### src/sv/wmva_pkg.sv
package wmva_pkg;

  // Fixed datapath widths
  localparam int MUL_W  = 32;  // shared multiplier operand width
  localparam int PROD_W = 64;  // multiplier product width
  localparam int WSUM_W = 40;  // weight sum
  localparam int SSUM_W = 56;  // signed weighted sum
  localparam int QSUM_W = 64;  // square sum
  localparam int VAR_W  = 32;  // variance, Q16.16
  localparam int DVD_W  = 64;  // divider dividend and quotient
  localparam int DEN_W  = 40;  // divider divisor

  // Operation codes of an input word
  localparam logic OP_LOG   = 1'b0;
  localparam logic OP_CLEAR = 1'b1;

  typedef logic [MUL_W-1:0]  mul_op_t;
  typedef logic [PROD_W-1:0] prod_t;
  typedef logic [WSUM_W-1:0] wsum_t;
  typedef logic [WSUM_W:0]   wsum_x_t;
  typedef logic [SSUM_W-1:0] ssum_t;
  typedef logic [SSUM_W:0]   ssum_x_t;
  typedef logic [QSUM_W-1:0] qsum_t;
  typedef logic [QSUM_W:0]   qsum_x_t;
  typedef logic [VAR_W-1:0]  var_t;
  typedef logic [DVD_W-1:0]  dvd_t;
  typedef logic [DEN_W-1:0]  den_t;

  // Divider status seen by the sequencer
  typedef struct packed {
    logic busy;
    logic done;
  } div_stat_t;

endpackage

### src/sv/wmva_if.sv
interface wmva_in_if #(
  parameter int X_BITS      = 16,
  parameter int WEIGHT_BITS = 16
);
  logic                    valid;
  logic                    ready;
  logic                    op;
  logic signed [X_BITS-1:0] x_value;
  logic [WEIGHT_BITS-1:0]  weight;

  modport source (output valid, op, x_value, weight, input ready);
  modport sink   (input valid, op, x_value, weight, output ready);
endinterface

interface wmva_out_if #(
  parameter int X_BITS = 16
);
  logic                     valid;
  logic                     ready;
  wmva_pkg::wsum_t          weight_total;
  logic signed [X_BITS-1:0] mean;
  wmva_pkg::var_t           variance;
  logic signed [X_BITS-1:0] min_x;
  logic signed [X_BITS-1:0] max_x;
  logic                     has_data;

  modport source (output valid, weight_total, mean, variance, min_x, max_x, has_data,
                  input ready);
  modport sink   (input valid, weight_total, mean, variance, min_x, max_x, has_data,
                  output ready);
endinterface

### src/sv/wmva_mul.sv
module wmva_mul (
  input  logic              clk,
  input  wmva_pkg::mul_op_t a,
  input  wmva_pkg::mul_op_t b,
  output wmva_pkg::prod_t   p_r
);

  // Register the full unsigned product
  always_ff @(posedge clk) begin
    p_r <= wmva_pkg::prod_t'(a) * wmva_pkg::prod_t'(b);
  end

endmodule

### src/sv/wmva_div.sv
module wmva_div (
  input  logic                clk,
  input  logic                rst_n,
  input  logic                start,
  input  wmva_pkg::dvd_t      dividend,
  input  wmva_pkg::den_t      divisor,
  output wmva_pkg::div_stat_t stat,
  output wmva_pkg::dvd_t      quotient
);

  localparam int CNT_W = $clog2(wmva_pkg::DVD_W);
  typedef logic [CNT_W-1:0] cnt_t;

  wmva_pkg::dvd_t        quo_r;
  wmva_pkg::den_t        rem_r;
  wmva_pkg::den_t        den_r;
  cnt_t                  cnt_r;
  logic                  busy_r;
  logic                  done_r;
  logic [wmva_pkg::DEN_W:0] shifted;
  logic [wmva_pkg::DEN_W:0] diff;
  logic                  q_bit;
  wmva_pkg::den_t        rem_nxt;

  // One restoring step: shift in the next dividend bit, try the subtract
  always_comb begin
    shifted = {rem_r, quo_r[wmva_pkg::DVD_W-1]};
    diff    = shifted - {1'b0, den_r};
    q_bit   = ~diff[wmva_pkg::DEN_W];
    rem_nxt = q_bit ? diff[wmva_pkg::DEN_W-1:0] : shifted[wmva_pkg::DEN_W-1:0];
  end

  // Step counter and status
  always_ff @(posedge clk) begin
    if (!rst_n) begin
      busy_r <= 1'b0;
      done_r <= 1'b0;
      cnt_r  <= '0;
    end else begin
      done_r <= 1'b0;
      if (start) begin
        busy_r <= 1'b1;
        cnt_r  <= '0;
      end else if (busy_r) begin
        if (cnt_r == cnt_t'(wmva_pkg::DVD_W - 1)) begin
          busy_r <= 1'b0;
          done_r <= 1'b1;
        end
        cnt_r <= cnt_r + 1'b1;
      end
    end
  end

  // Shift quotient bits into the dividend register
  always_ff @(posedge clk) begin
    if (start) begin
      quo_r <= dividend;
      rem_r <= '0;
      den_r <= divisor;
    end else if (busy_r) begin
      quo_r <= {quo_r[wmva_pkg::DVD_W-2:0], q_bit};
      rem_r <= rem_nxt;
    end
  end

  assign stat.busy = busy_r;
  assign stat.done = done_r;
  assign quotient  = quo_r;

endmodule

### src/sv/weighted_mean_variance_accumulator_core.sv
// Weighted running mean and variance. Each input word either clears the
// block (op = 1) or logs a signed Q8.8 value with an unsigned integer weight,
// and each word yields one result word: weight total, weighted mean (Q8.8),
// sample variance (Q16.16, clamped at zero and saturated), smallest and
// largest value and a data flag, all taken after the update. One word is
// worked on at a time and in_ch.ready is low until its result is in the
// output register; a finished result may wait there while the next word is
// taken. Once the weight total exceeds one, a log word runs a 64-step
// radix-2 divider twice (mean, then variance) behind six passes through
// one shared 32x32 multiplier. A word that skips a division finishes
// sooner; a clear passes through the S_MEAN, S_VM1 and S_OUT states on its
// way to the output register.
module weighted_mean_variance_accumulator_core #(
  parameter int X_BITS      = 16,
  parameter int WEIGHT_BITS = 16
) (
  input  logic        clk,
  input  logic        rst_n,
  wmva_in_if.sink     in_ch,
  wmva_out_if.source  out_ch
);

  typedef enum logic [3:0] {
    S_IDLE, S_MWX, S_MX2, S_MSLO, S_MSHI, S_ACC, S_SQ, S_MEAN, S_MDIV,
    S_VM1, S_VM2, S_VM3, S_VSUB, S_VDIV, S_OUT
  } state_t;

  localparam wmva_pkg::dvd_t X_HALF = wmva_pkg::dvd_t'(1) << (X_BITS - 1);

  state_t                  state_r;

  // Accumulated state
  wmva_pkg::wsum_t         weight_sum_r;
  wmva_pkg::ssum_t         weighted_sum_r;
  wmva_pkg::qsum_t         square_sum_r;
  logic [X_BITS-1:0]       smallest_r;
  logic [X_BITS-1:0]       largest_r;
  logic                    seen_r;

  // Working registers
  logic [X_BITS-1:0]       x_r;
  logic [WEIGHT_BITS-1:0]  w_r;
  wmva_pkg::ssum_t         wx_mag_r;
  wmva_pkg::mul_op_t       x2_hi_r;
  wmva_pkg::prod_t         part_lo_r;
  wmva_pkg::qsum_t         hl_r;
  logic                    hl_ovf_r;
  logic [X_BITS-1:0]       mean_r;
  wmva_pkg::mul_op_t       mean_mag_r;
  wmva_pkg::var_t          var_r;

  // Output register
  logic                    out_valid_r;
  wmva_pkg::wsum_t         o_wsum_r;
  logic [X_BITS-1:0]       o_mean_r;
  wmva_pkg::var_t          o_var_r;
  logic [X_BITS-1:0]       o_min_r;
  logic [X_BITS-1:0]       o_max_r;
  logic                    o_seen_r;

  // Shared units
  wmva_pkg::mul_op_t       mul_a;
  wmva_pkg::mul_op_t       mul_b;
  wmva_pkg::prod_t         p_r;
  logic                    div_start;
  wmva_pkg::dvd_t          div_dvd;
  wmva_pkg::den_t          div_den;
  wmva_pkg::div_stat_t     div_stat;
  wmva_pkg::dvd_t          div_quo;

  // Combinational helpers
  logic                    x_neg;
  logic [X_BITS-1:0]       x_abs;
  wmva_pkg::mul_op_t       x_abs_op;
  wmva_pkg::mul_op_t       w_op;
  wmva_pkg::ssum_t         ssum_mag;
  wmva_pkg::wsum_x_t       wsum_sum;
  wmva_pkg::wsum_t         wsum_nxt;
  wmva_pkg::ssum_x_t       wx_ext;
  wmva_pkg::ssum_x_t       ssum_sum;
  wmva_pkg::ssum_t         ssum_nxt;
  wmva_pkg::ssum_t         ssum_min;
  wmva_pkg::qsum_x_t       hl_sum;
  logic                    hl_ovf;
  wmva_pkg::qsum_x_t       qsum_sum;
  wmva_pkg::qsum_t         qsum_nxt;
  wmva_pkg::qsum_x_t       num_diff;
  logic                    num_bad;
  logic                    ws_zero;
  logic                    ws_le1;
  logic                    mean_neg;
  wmva_pkg::dvd_t          mean_lim;
  wmva_pkg::dvd_t          mean_mag;
  logic [X_BITS-1:0]       mean_nxt;
  wmva_pkg::var_t          var_nxt;

  wmva_mul u_mul (
    .clk (clk),
    .a   (mul_a),
    .b   (mul_b),
    .p_r (p_r)
  );

  wmva_div u_div (
    .clk      (clk),
    .rst_n    (rst_n),
    .start    (div_start),
    .dividend (div_dvd),
    .divisor  (div_den),
    .stat     (div_stat),
    .quotient (div_quo)
  );

  // Magnitudes of the logged value and the weighted sum
  always_comb begin
    x_neg    = x_r[X_BITS-1];
    x_abs    = x_neg ? (~x_r + 1'b1) : x_r;
    x_abs_op = wmva_pkg::mul_op_t'(x_abs);
    w_op     = wmva_pkg::mul_op_t'(w_r);
    ssum_mag = weighted_sum_r[wmva_pkg::SSUM_W-1] ? (~weighted_sum_r + 1'b1)
                                                  : weighted_sum_r;
    ws_zero  = (weight_sum_r == '0);
    ws_le1   = (weight_sum_r[wmva_pkg::WSUM_W-1:1] == '0);
  end

  // Steer the shared multiplier
  always_comb begin
    case (state_r)
      S_MWX:   begin mul_a = x_abs_op;                          mul_b = w_op;       end
      S_MX2:   begin mul_a = x_abs_op;                          mul_b = x_abs_op;   end
      S_MSLO:  begin mul_a = p_r[wmva_pkg::MUL_W-1:0];          mul_b = w_op;       end
      S_MSHI:  begin mul_a = x2_hi_r;                           mul_b = w_op;       end
      S_VM1:   begin mul_a = ssum_mag[wmva_pkg::MUL_W-1:0];     mul_b = mean_mag_r; end
      S_VM2:   begin
        mul_a = wmva_pkg::mul_op_t'(ssum_mag[wmva_pkg::SSUM_W-1:wmva_pkg::MUL_W]);
        mul_b = mean_mag_r;
      end
      default: begin mul_a = '0;                                mul_b = '0;         end
    endcase
  end

  // Saturating accumulator updates
  always_comb begin
    wsum_sum = wmva_pkg::wsum_x_t'(weight_sum_r) + wmva_pkg::wsum_x_t'(w_r);
    wsum_nxt = wsum_sum[wmva_pkg::WSUM_W] ? '1 : wsum_sum[wmva_pkg::WSUM_W-1:0];

    wx_ext   = x_neg ? (~wmva_pkg::ssum_x_t'(wx_mag_r) + 1'b1)
                     : wmva_pkg::ssum_x_t'(wx_mag_r);
    ssum_sum = {weighted_sum_r[wmva_pkg::SSUM_W-1], weighted_sum_r} + wx_ext;
    ssum_min = wmva_pkg::ssum_t'(1) << (wmva_pkg::SSUM_W - 1);
    if (ssum_sum[wmva_pkg::SSUM_W] != ssum_sum[wmva_pkg::SSUM_W-1]) begin
      ssum_nxt = ssum_sum[wmva_pkg::SSUM_W] ? ssum_min : ~ssum_min;
    end else begin
      ssum_nxt = ssum_sum[wmva_pkg::SSUM_W-1:0];
    end

    // Join the high and low partial products of a 64-bit product
    hl_sum = wmva_pkg::qsum_x_t'({p_r[wmva_pkg::MUL_W-1:0], wmva_pkg::mul_op_t'(0)})
           + wmva_pkg::qsum_x_t'(part_lo_r);
    hl_ovf = (|p_r[wmva_pkg::PROD_W-1:wmva_pkg::MUL_W]) | hl_sum[wmva_pkg::QSUM_W];

    qsum_sum = wmva_pkg::qsum_x_t'(square_sum_r) + wmva_pkg::qsum_x_t'(hl_r);
    qsum_nxt = (hl_ovf_r | qsum_sum[wmva_pkg::QSUM_W]) ? '1
                                                       : qsum_sum[wmva_pkg::QSUM_W-1:0];

    // Variance numerator; drop it when not positive
    num_diff = wmva_pkg::qsum_x_t'(square_sum_r) - wmva_pkg::qsum_x_t'(hl_r);
    num_bad  = hl_ovf_r | num_diff[wmva_pkg::QSUM_W] | (num_diff == '0);
  end

  // Drive the divider for mean and variance
  always_comb begin
    div_start = 1'b0;
    div_dvd   = wmva_pkg::dvd_t'(ssum_mag);
    div_den   = weight_sum_r;
    if (state_r == S_MEAN) begin
      div_start = ~ws_zero;
    end else if (state_r == S_VSUB) begin
      div_start = ~num_bad;
      div_dvd   = num_diff[wmva_pkg::DVD_W-1:0];
      div_den   = weight_sum_r - 1'b1;
    end
  end

  // Saturate the quotients
  always_comb begin
    mean_neg = weighted_sum_r[wmva_pkg::SSUM_W-1];
    mean_lim = mean_neg ? X_HALF : (X_HALF - 1'b1);
    mean_mag = (div_quo > mean_lim) ? mean_lim : div_quo;
    mean_nxt = mean_neg ? (~mean_mag[X_BITS-1:0] + 1'b1) : mean_mag[X_BITS-1:0];
    var_nxt  = (|div_quo[wmva_pkg::DVD_W-1:wmva_pkg::VAR_W]) ? '1
                                                             : div_quo[wmva_pkg::VAR_W-1:0];
  end

  // Sequencer, accumulators and output register
  always_ff @(posedge clk) begin
    if (!rst_n) begin
      state_r        <= S_IDLE;
      out_valid_r    <= 1'b0;
      weight_sum_r   <= '0;
      weighted_sum_r <= '0;
      square_sum_r   <= '0;
      smallest_r     <= '0;
      largest_r      <= '0;
      seen_r         <= 1'b0;
    end else begin
      // Drop the taken result unless a new one is loaded this cycle
      if (out_valid_r && out_ch.ready && (state_r != S_OUT)) begin
        out_valid_r <= 1'b0;
      end
      unique case (state_r)
        S_IDLE: begin
          if (in_ch.valid) begin
            if (in_ch.op == wmva_pkg::OP_CLEAR) begin
              weight_sum_r   <= '0;
              weighted_sum_r <= '0;
              square_sum_r   <= '0;
              smallest_r     <= '0;
              largest_r      <= '0;
              seen_r         <= 1'b0;
              state_r        <= S_MEAN;
            end else begin
              x_r     <= in_ch.x_value;
              w_r     <= in_ch.weight;
              state_r <= S_MWX;
            end
          end
        end
        S_MWX: state_r <= S_MX2;
        S_MX2: begin
          wx_mag_r <= p_r[wmva_pkg::SSUM_W-1:0];
          state_r  <= S_MSLO;
        end
        S_MSLO: begin
          x2_hi_r <= p_r[wmva_pkg::PROD_W-1:wmva_pkg::MUL_W];
          state_r <= S_MSHI;
        end
        S_MSHI: begin
          part_lo_r <= p_r;
          state_r   <= S_ACC;
        end
        S_ACC: begin
          weight_sum_r   <= wsum_nxt;
          weighted_sum_r <= ssum_nxt;
          hl_r           <= hl_sum[wmva_pkg::QSUM_W-1:0];
          hl_ovf_r       <= hl_ovf;
          if (!seen_r) begin
            smallest_r <= x_r;
            largest_r  <= x_r;
            seen_r     <= 1'b1;
          end else begin
            if ($signed(x_r) > $signed(largest_r))  largest_r  <= x_r;
            if ($signed(x_r) < $signed(smallest_r)) smallest_r <= x_r;
          end
          state_r <= S_SQ;
        end
        S_SQ: begin
          square_sum_r <= qsum_nxt;
          state_r      <= S_MEAN;
        end
        S_MEAN: begin
          if (ws_zero) begin
            mean_r     <= '0;
            mean_mag_r <= '0;
            state_r    <= S_VM1;
          end else begin
            state_r <= S_MDIV;
          end
        end
        S_MDIV: begin
          if (div_stat.done) begin
            mean_r     <= mean_nxt;
            mean_mag_r <= mean_mag[wmva_pkg::MUL_W-1:0];
            state_r    <= S_VM1;
          end
        end
        S_VM1: begin
          if (ws_le1) begin
            var_r   <= '0;
            state_r <= S_OUT;
          end else begin
            state_r <= S_VM2;
          end
        end
        S_VM2: begin
          part_lo_r <= p_r;
          state_r   <= S_VM3;
        end
        S_VM3: begin
          hl_r     <= hl_sum[wmva_pkg::QSUM_W-1:0];
          hl_ovf_r <= hl_ovf;
          state_r  <= S_VSUB;
        end
        S_VSUB: begin
          if (num_bad) begin
            var_r   <= '0;
            state_r <= S_OUT;
          end else begin
            state_r <= S_VDIV;
          end
        end
        S_VDIV: begin
          if (div_stat.done) begin
            var_r   <= var_nxt;
            state_r <= S_OUT;
          end
        end
        S_OUT: begin
          // Load the result once the output register is free
          if (!out_valid_r || out_ch.ready) begin
            out_valid_r <= 1'b1;
            o_wsum_r    <= weight_sum_r;
            o_mean_r    <= mean_r;
            o_var_r     <= var_r;
            o_min_r     <= smallest_r;
            o_max_r     <= largest_r;
            o_seen_r    <= seen_r;
            state_r     <= S_IDLE;
          end
        end
        default: state_r <= S_IDLE;
      endcase
    end
  end

  assign in_ch.ready         = rst_n && (state_r == S_IDLE);
  assign out_ch.valid        = out_valid_r;
  assign out_ch.weight_total = o_wsum_r;
  assign out_ch.mean         = o_mean_r;
  assign out_ch.variance     = o_var_r;
  assign out_ch.min_x        = o_min_r;
  assign out_ch.max_x        = o_max_r;
  assign out_ch.has_data     = o_seen_r;

  // The divider is never restarted mid-run
  a_div_idle_on_start: assert property (@(posedge clk) disable iff (!rst_n)
    div_start |-> !div_stat.busy)
    else $error("divider started while busy");

  // A weight total of at most one gives no variance, and zero gives no mean; only the zero case is checked here
  a_small_total: assert property (@(posedge clk) disable iff (!rst_n)
    out_ch.valid && (out_ch.weight_total == '0) |->
      (out_ch.mean == '0) && (out_ch.variance == '0))
    else $error("nonzero mean or variance with zero weight total");

  // Extremes stay ordered whenever data was logged
  a_extremes_order: assert property (@(posedge clk) disable iff (!rst_n)
    out_ch.valid && out_ch.has_data |-> (out_ch.min_x <= out_ch.max_x))
    else $error("smallest value above largest value");

endmodule

### src/flat_wrapper.sv
// flat-port wrapper written by rule: the top's interface ports become plain ports
module weighted_mean_variance_accumulator_core_flat 
#(
  parameter int X_BITS      = 16,
  parameter int WEIGHT_BITS = 16
)
  (clk, rst_n, in_ch_valid, in_ch_op, in_ch_x_value, in_ch_weight, in_ch_ready, out_ch_valid, out_ch_weight_total, out_ch_mean, out_ch_variance, out_ch_min_x, out_ch_max_x, out_ch_has_data, out_ch_ready);
  wmva_in_if #(.X_BITS(X_BITS), .WEIGHT_BITS(WEIGHT_BITS)) in_ch_i ();
  wmva_out_if #(.X_BITS(X_BITS)) out_ch_i ();
  input  logic clk;
  input  logic rst_n;
  input wire logic [$bits(in_ch_i.valid)-1:0] in_ch_valid;
  input wire logic [$bits(in_ch_i.op)-1:0] in_ch_op;
  input wire logic [$bits(in_ch_i.x_value)-1:0] in_ch_x_value;
  input wire logic [$bits(in_ch_i.weight)-1:0] in_ch_weight;
  output wire logic [$bits(in_ch_i.ready)-1:0] in_ch_ready;
  output wire logic [$bits(out_ch_i.valid)-1:0] out_ch_valid;
  output wire logic [$bits(out_ch_i.weight_total)-1:0] out_ch_weight_total;
  output wire logic [$bits(out_ch_i.mean)-1:0] out_ch_mean;
  output wire logic [$bits(out_ch_i.variance)-1:0] out_ch_variance;
  output wire logic [$bits(out_ch_i.min_x)-1:0] out_ch_min_x;
  output wire logic [$bits(out_ch_i.max_x)-1:0] out_ch_max_x;
  output wire logic [$bits(out_ch_i.has_data)-1:0] out_ch_has_data;
  input wire logic [$bits(out_ch_i.ready)-1:0] out_ch_ready;
  assign in_ch_i.valid = in_ch_valid;
  assign in_ch_i.op = in_ch_op;
  assign in_ch_i.x_value = in_ch_x_value;
  assign in_ch_i.weight = in_ch_weight;
  assign in_ch_ready = in_ch_i.ready;
  assign out_ch_valid = out_ch_i.valid;
  assign out_ch_weight_total = out_ch_i.weight_total;
  assign out_ch_mean = out_ch_i.mean;
  assign out_ch_variance = out_ch_i.variance;
  assign out_ch_min_x = out_ch_i.min_x;
  assign out_ch_max_x = out_ch_i.max_x;
  assign out_ch_has_data = out_ch_i.has_data;
  assign out_ch_i.ready = out_ch_ready;
  weighted_mean_variance_accumulator_core #(.X_BITS(X_BITS), .WEIGHT_BITS(WEIGHT_BITS)) u_core (.clk(clk), .rst_n(rst_n), .in_ch(in_ch_i), .out_ch(out_ch_i));
endmodule
### config.mk
export PLATFORM = sky130hd
export DESIGN_NAME = weighted_mean_variance_accumulator_core_flat
export DESIGN_NICKNAME = d
export VERILOG_FILES = /design/src/sv/wmva_pkg.sv /design/src/sv/wmva_if.sv /design/src/sv/wmva_mul.sv /design/src/sv/wmva_div.sv /design/src/sv/weighted_mean_variance_accumulator_core.sv /design/src/flat_wrapper.sv
export SDC_FILE = /design/constraint.sdc
export NUM_CORES = 2
export LEC_CHECK = 0
export BUFFER_PORTS_ARGS = -buffer_cell sky130_fd_sc_hd__buf_2
export CAP_MARGIN = 30
export CORE_MARGIN = 2
export CORE_UTILIZATION = 25
export CTS_CLUSTER_DIAMETER = 80
export DETAILED_ROUTE_END_ITERATION = 8
export PLACE_DENSITY_LB_ADDON = 0.12
export SLEW_MARGIN = 20
export SYNTH_ARGS = -nofsm -noshare
export SYNTH_HDL_FRONTEND = slang
export SYNTH_HIERARCHICAL = 1
export SYNTH_SLANG_ARGS = --single-unit
### constraint.sdc
create_clock -name clk -period 16.7 [get_ports clk]
set_input_delay 0 -clock clk [delete_from_list [all_inputs] [get_ports clk]]
set_output_delay 0 -clock clk [all_outputs]
set_load 0.01 [all_outputs]
Word level (Yosys, flattened, before mapping)
Cells that the tools add are included.
{"block": "classes", "shift": 0, "n_eq_ne": 27, "n_mux": 68, "n_reduce_logical": 36, "n_bitwise": 14, "multipliers": 1, "order_cmp": 3, "n_addsub": 12, "div": 0}
{"op": "2-to-1 mux 64 bit", "n": 7}
{"op": "2-to-1 mux 56 bit", "n": 5}
{"op": "2-to-1 mux 40 bit", "n": 6}
{"op": "2-to-1 mux 32 bit", "n": 7}
{"op": "case mux 32 bit (3 select lines)", "n": 2}
{"op": "2-to-1 mux 16 bit", "n": 11}
{"op": "case mux 32 bit (5 select lines)", "n": 1}
{"op": "adder 64 x 64 -> 65 bit", "n": 2}
{"op": "case mux 64 bit (2 select lines)", "n": 1}
{"op": "case mux 56 bit (2 select lines)", "n": 1}
{"op": "case mux 16 bit (2 select lines)", "n": 3}
{"op": "case mux 40 bit (2 select lines)", "n": 1}
{"op": "zero test 65 bit", "n": 1}
{"op": "subtractor 64 x 64 -> 65 bit", "n": 1}
{"op": "> comparator 64 x 16 -> 1 bit", "n": 1}
{"op": "multiplier 32 x 32 -> 64 bit", "n": 1}
{"op": "case mux 32 bit (2 select lines)", "n": 1}
{"op": "OR reduction 32 bit", "n": 2}
{"op": "case mux 4 bit (15 select lines)", "n": 1}
{"op": "adder 57 x 1 -> 57 bit, second input constant", "n": 1}
{"op": "adder 57 bit", "n": 1}
{"op": "2-to-1 mux 57 bit", "n": 1}
{"op": "inverter 56 -> 57 bit", "n": 1}
{"op": "adder 56 x 1 -> 56 bit, second input constant", "n": 1}
{"op": "other kinds (40)", "n": 101}
{"block": "word_totals", "ram_bits": 0, "out_inout_bits": 123, "mem_count": 0, "elab_cells": 192, "latchBits": 0, "in_bits": 37, "romBits": 0, "ff_bits": 864}

Depth between registers and ports, before layout
{"block": "logic_depth", "word_depth": 8, "depth_mapped": 42, "ltp_nobuf": 39}

Modules after synthesis
Netlist, hierarchy kept.
{"mod": "weighted_mean_variance_accumulator_core", "area_each_um2": 41801.3, "cells_each": 4538, "seq_area_each_um2": 17446.7, "instances": 1}
{"mod": "wmva_mul", "area_each_um2": 34619.5, "cells_each": 3755, "seq_area_each_um2": 1281.2, "instances": 1}
{"mod": "wmva_div", "area_each_um2": 8570.7, "cells_each": 829, "seq_area_each_um2": 4083.9, "instances": 1}

Worst setup path before layout
No wires, ideal clock.
{"block": "synth_timing", "path_kind": "register to register", "start": "register u_core.weighted_sum_r[3]", "end": "register u_core.u_mul.p_r[63]", "setup_time_ns": 0.072, "required_time_ns": 16.628, "path_buffers": 3, "path_stages_with_launch": 40, "period_less_slack_ns": 11.142, "arrival_time_ns": 11.070, "path_slack_ns": 5.558, "path_cell_list": "dfxtp_1 or4_1 or2_1 or3_4 or3_4 or2_1 buf_6 nand2b_4 or4_1 or4_4 or4_4 or2_1 o21ai_1 xor2_1 o221ai_1 clkbuf_1 and2_1 fa_1 [... 4 more ...] inv_1 fa_1 inv_1 fa_1 inv_1 fa_1 fa_1 ha_1 buf_2 a21oi_1 o21ai_0 a221oi_1 o41ai_4 a31o_2 a21boi_2 o21ai_1 a311oi_1 xnor2_1"}
{"block": "synth_between", "elab_chain_len": 5}
{"element": "start, declared", "line_no": "weighted_mean_variance_accumulator_core.sv:34", "rtl": "wmva_pkg::ssum_t weighted_sum_r;"}
{"element": "start signal, assigned", "line_no": "weighted_mean_variance_accumulator_core.sv:244", "rtl": "weighted_sum_r <= ssum_nxt;"}
{"element": "inverter 56 bit", "line_no": "weighted_mean_variance_accumulator_core.sv:120", "rtl": "ssum_mag = weighted_sum_r[wmva_pkg::SSUM_W-1] ? (~weighted_sum_r + 1'b1)"}
{"element": "adder 56 x 1 -> 56 bit", "line_no": "weighted_mean_variance_accumulator_core.sv:120"}
{"element": "2-to-1 mux 56 bit", "line_no": "weighted_mean_variance_accumulator_core.sv:120"}
{"element": "case mux 32 bit (5 select lines)", "line_no": "weighted_mean_variance_accumulator_core.sv:128", "rtl": "case (state_r)"}
{"element": "via u_core.mul_a[16]", "line_no": "weighted_mean_variance_accumulator_core.sv:62", "rtl": "wmva_pkg::mul_op_t mul_a;"}
{"element": "multiplier 32 x 32 -> 64 bit", "line_no": "wmva_mul.sv:10", "rtl": "p_r <= wmva_pkg::prod_t'(a) * wmva_pkg::prod_t'(b);"}
{"element": "end signal, assigned", "line_no": "wmva_mul.sv:10"}
{"element": "end, declared", "line_no": "wmva_mul.sv:5", "rtl": "output wmva_pkg::prod_t p_r"}
The timed path passes the listed nets, and every way through them passes these cells.
A chain may end at the register's enable or synchronous reset.

Worst setup path after layout
{"block": "layout_timing", "start": "register u_core.weighted_sum_r[4]", "end": "register u_core.u_mul.p_r[58]"}
The elaborated chain is that of the path after synthesis.

==> impl_metrics.csv <==
group,metric,value,unit
run_status,status,"finished, final reports clean",
grt,overflow,0,
setup_path,cp_slowest_cell,"o221ai_4",
grt,antenna_found_initial,33,
layout,nFillCells,35900,
route,vias_per_cell,4.88,
layout,final_layout_size_suffix_gt1_share,7.97,%
clock_network,clockBufferDepth,3,
floorplanning,die-area,345000,um2
yosys,ys_warn_count,6,
setup_path,worst-setup-path-type,"reg -> reg",
setup_path,r2r_start,"u_core/weighted_sum_r[4]$_SDFFE_PN0P_",
sta,hold_viol_final,0,
hold_path,whs_path_depth,4,
sta,skew,81.0,ps
clock_network,postCtsSetupRepairBufs,0,
setup_path,arrival,13240,ps
setup_path,cp-start-kind,"flop",
clock_network,cts-root-buf,"clkbuf_16",
setup_path,path_max_fanout,19,
hold_path,min_from,"out_ch_ready",
sta,finalCritPeriodShare,75.4,%
clock_network,cts_tree,"yes",
yosys,syn_inst,9121,
grt,grt_usage,18.8,%
floorplanning,die_h,587,um
clock_network,cts-htree-levels,3,
floorplanning,io_pins,160,
floorplanning,num_rows,214,
sta,layout_setup_ws,4120,ps
clock_network,cts_sinks,863,
floorplanning,die_w,587,um
sta,final-max-slew-violation-count,0,
setup_path,worst_path_most_repeated_cell,"fa_1",
grt,met1_usage,25.7,%
route,postRouteAntennaNets,0,
setup_path,cp_slowest_stage_delay,820,ps
setup_path,cp-end-kind,"flop",
clock_network,clock_latency,840,ps
sta,setup_tns,0,ps
sta,max_freq,0.0795,GHz
hold_path,hold_path_end,"u_core/out_ch.valid$_SDFF_PN0_",
route,detail_route.wl_per_cell,23.7,um
yosys,synth_area_per_cell,9.32,um2
sta,tightest_slew,1130,ps
route,drt_first_iter_violations,4997,
grt,grt_pass1_wl,486,mm
layout,syn_to_final_growth,13.8,%
setup_path,reg2reg_depth,36,
sta,slew_headroom,24.3,%
hold_path,min_path_type,"in -> reg",
pwr,peakVddDrop,0.140,mV
grt,grtUsageMet2,31.5,%
place,port_buffers,159,
place,hpwl,250,mm
route,vias,67500,
place,place_congestion,0.884,
place,place_ws,4110,ps
clock_network,clkTransAtPathRegs,70,ps
grt,grt_pass1_vias,70500,
grt,top_usage_layer,"met2",
sta,fin_crit,12580,ps
floorplanning,initial_utilization,25.1,%
route,drc,0,
sta,setup_viol,0,
grt,grtUsageMet3,2.25,%
setup_path,reg2reg_slack,4120,ps
pwr,leakagePower,0.0419,uW
sta,rsz0062_at_grt,"no",
setup_path,crit_required,17360,ps
setup_path,r2r-end,"u_core/u_mul/p_r[58]$_DFF_P_",
pwr,power_density,147,nW/um2
job,max_cap_viol_count,0,
route,wirelength,328,mm
clock_network,cts_buffers,115,
route,drtPass1Iterations,6,
floorplanning,core_area,339000,um2
layout,nets,10700,
grt,grt_max_degree,84,
yosys,syn_area,85000,um2
==> sequential cells by signal, summed over array words and instances, names as in the netlist, 32 cells and up <==
register                    cells
u_core/part_lo_r               64
u_core/weight_sum_r            40
u_core/x2_hi_r                 32
u_core/hl_r                    64
u_core/var_r                   32
u_core/u_mul/p_r               64
u_core/u_div/rem_r             40
u_core/u_div/den_r             40
u_core/square_sum_r            64
u_core/wx_mag_r                56
u_core/out_ch.variance         32
u_core/weighted_sum_r          56
u_core/out_ch.weight_total     40
u_core/u_div/quotient          64
==> metrics by stage <==
step	utilization [%]	hold WS [ps]	instance area (um2)	power, uW	std cells
after global routing	28.5	206	96700	15400	13800
after global placement	27.0	180	91600	11600	13500
final	28.5	241	96700	14300	13800
after floorplan	-	98.9	85000	8430	9136
after CTS	28.5	166	96600	14400	13800
after detailed placement	27.1	179	91800	11600	13500
==> worst max path at each step <==
stage | startpoint | end | slack (ps) | depth (start not counted)
after detailed placement | u_core/weighted_sum_r[3]$_SDFFE_PN0P_ | u_core/u_mul/p_r[58]$_DFF_P_ | 4110 | 36
after global routing | u_core/weighted_sum_r[4]$_SDFFE_PN0P_ | u_core/u_mul/p_r[58]$_DFF_P_ | 3520 | 36
after floorplan | u_core/weighted_sum_r[3]$_SDFFE_PN0P_ | u_core/u_mul/p_r[63]$_DFF_P_ | 5560 | 39
after CTS | u_core/weighted_sum_r[4]$_SDFFE_PN0P_ | u_core/u_mul/p_r[58]$_DFF_P_ | 4010 | 36
final | u_core/weighted_sum_r[4]$_SDFFE_PN0P_ | u_core/u_mul/p_r[58]$_DFF_P_ | 4120 | 36
after global placement | u_core/weighted_sum_r[3]$_SDFFE_PN0P_ | u_core/u_mul/p_r[58]$_DFF_P_ | 4170 | 36
==> placed cells by master, fill, tap and decap left out, types with 49 or more instances in the layout <==
cell type,count
a21o_1,199
a21oi_1,568
a22oi_1,64
a311oi_1,49
and2_1,623
buf_2,160
buf_4,156
clkbuf_16,115
dfxtp_1,308
dlygate4sd3_1,69
edfxtp_1,553
fa_1,902
ha_1,588
inv_1,1140
mux2_2,66
nand2_1,886
nand2b_1,54
nand3_1,117
nand4_1,73
nor2_1,563
nor3_1,116
nor4_1,58
o21ai_0,295
o21bai_1,54
o31ai_1,73
or3_1,49
xnor2_1,279
xor2_1,159
==> critical path, delay by kind of cell, from the launching register on <==
family	cells	cell delay, ps
AO/OA/AOI/OAI	6	2060
XOR/XNOR	2	310
adder cells (fa/ha/maj)	9	4170
buffers and inverters	5	620
flip-flops	1	370
AND/OR/NAND/NOR	14	4810
==> what timing repair did <==
action	4_1_cts	5_1_grt
endpoints found under the setup margin	0	0
hold buffers	69	0
resized for setup	0	0
endpoints found under the hold margin	77	0
==> report_power, final <==
| group | internal, uW | leakage, uW | total (uW) | switching, uW |
|---|---|---|---|---|
| Clock | 1650 | 0.00200 | 2740 | 1090 |
| Combinational | 2910 | 0.0323 | 8460 | 5550 |
| Sequential | 2650 | 0.00759 | 3060 | 412 |
| Total | 7210 | 0.0419 | 14300 | 7050 |
==> final cells by class <==
| class | count | area, um2 | area share (%) |
|---|---|---|---|
| multi-input cells | 6662 | 56900 | 58.9 |
| flip-flops and latches | 863 | 22800 | 23.6 |
| well taps | 4536 | 5680 | 5.87 |
| inverters | 1145 | 4300 | 4.44 |
| clock buffers | 141 | 3050 | 3.15 |
| repair buffers | 392 | 2810 | 2.90 |
| clock inverters | 78 | 1140 | 1.18 |
| diodes | 8 | 20.0 | 0.0207 |
==> routing by layer <==
| layer | vias to the layer above | wire length [um] |
|---|---|---|
| li1 | 30900 | - |
| met1 | 34600 | 152000 |
| met2 | 1632 | 155000 |
| met3 | 357 | 14000 |
| met4 | 4 | 7430 |
| met5 | - | 21 |
Power figures use the tool's default switching activity.
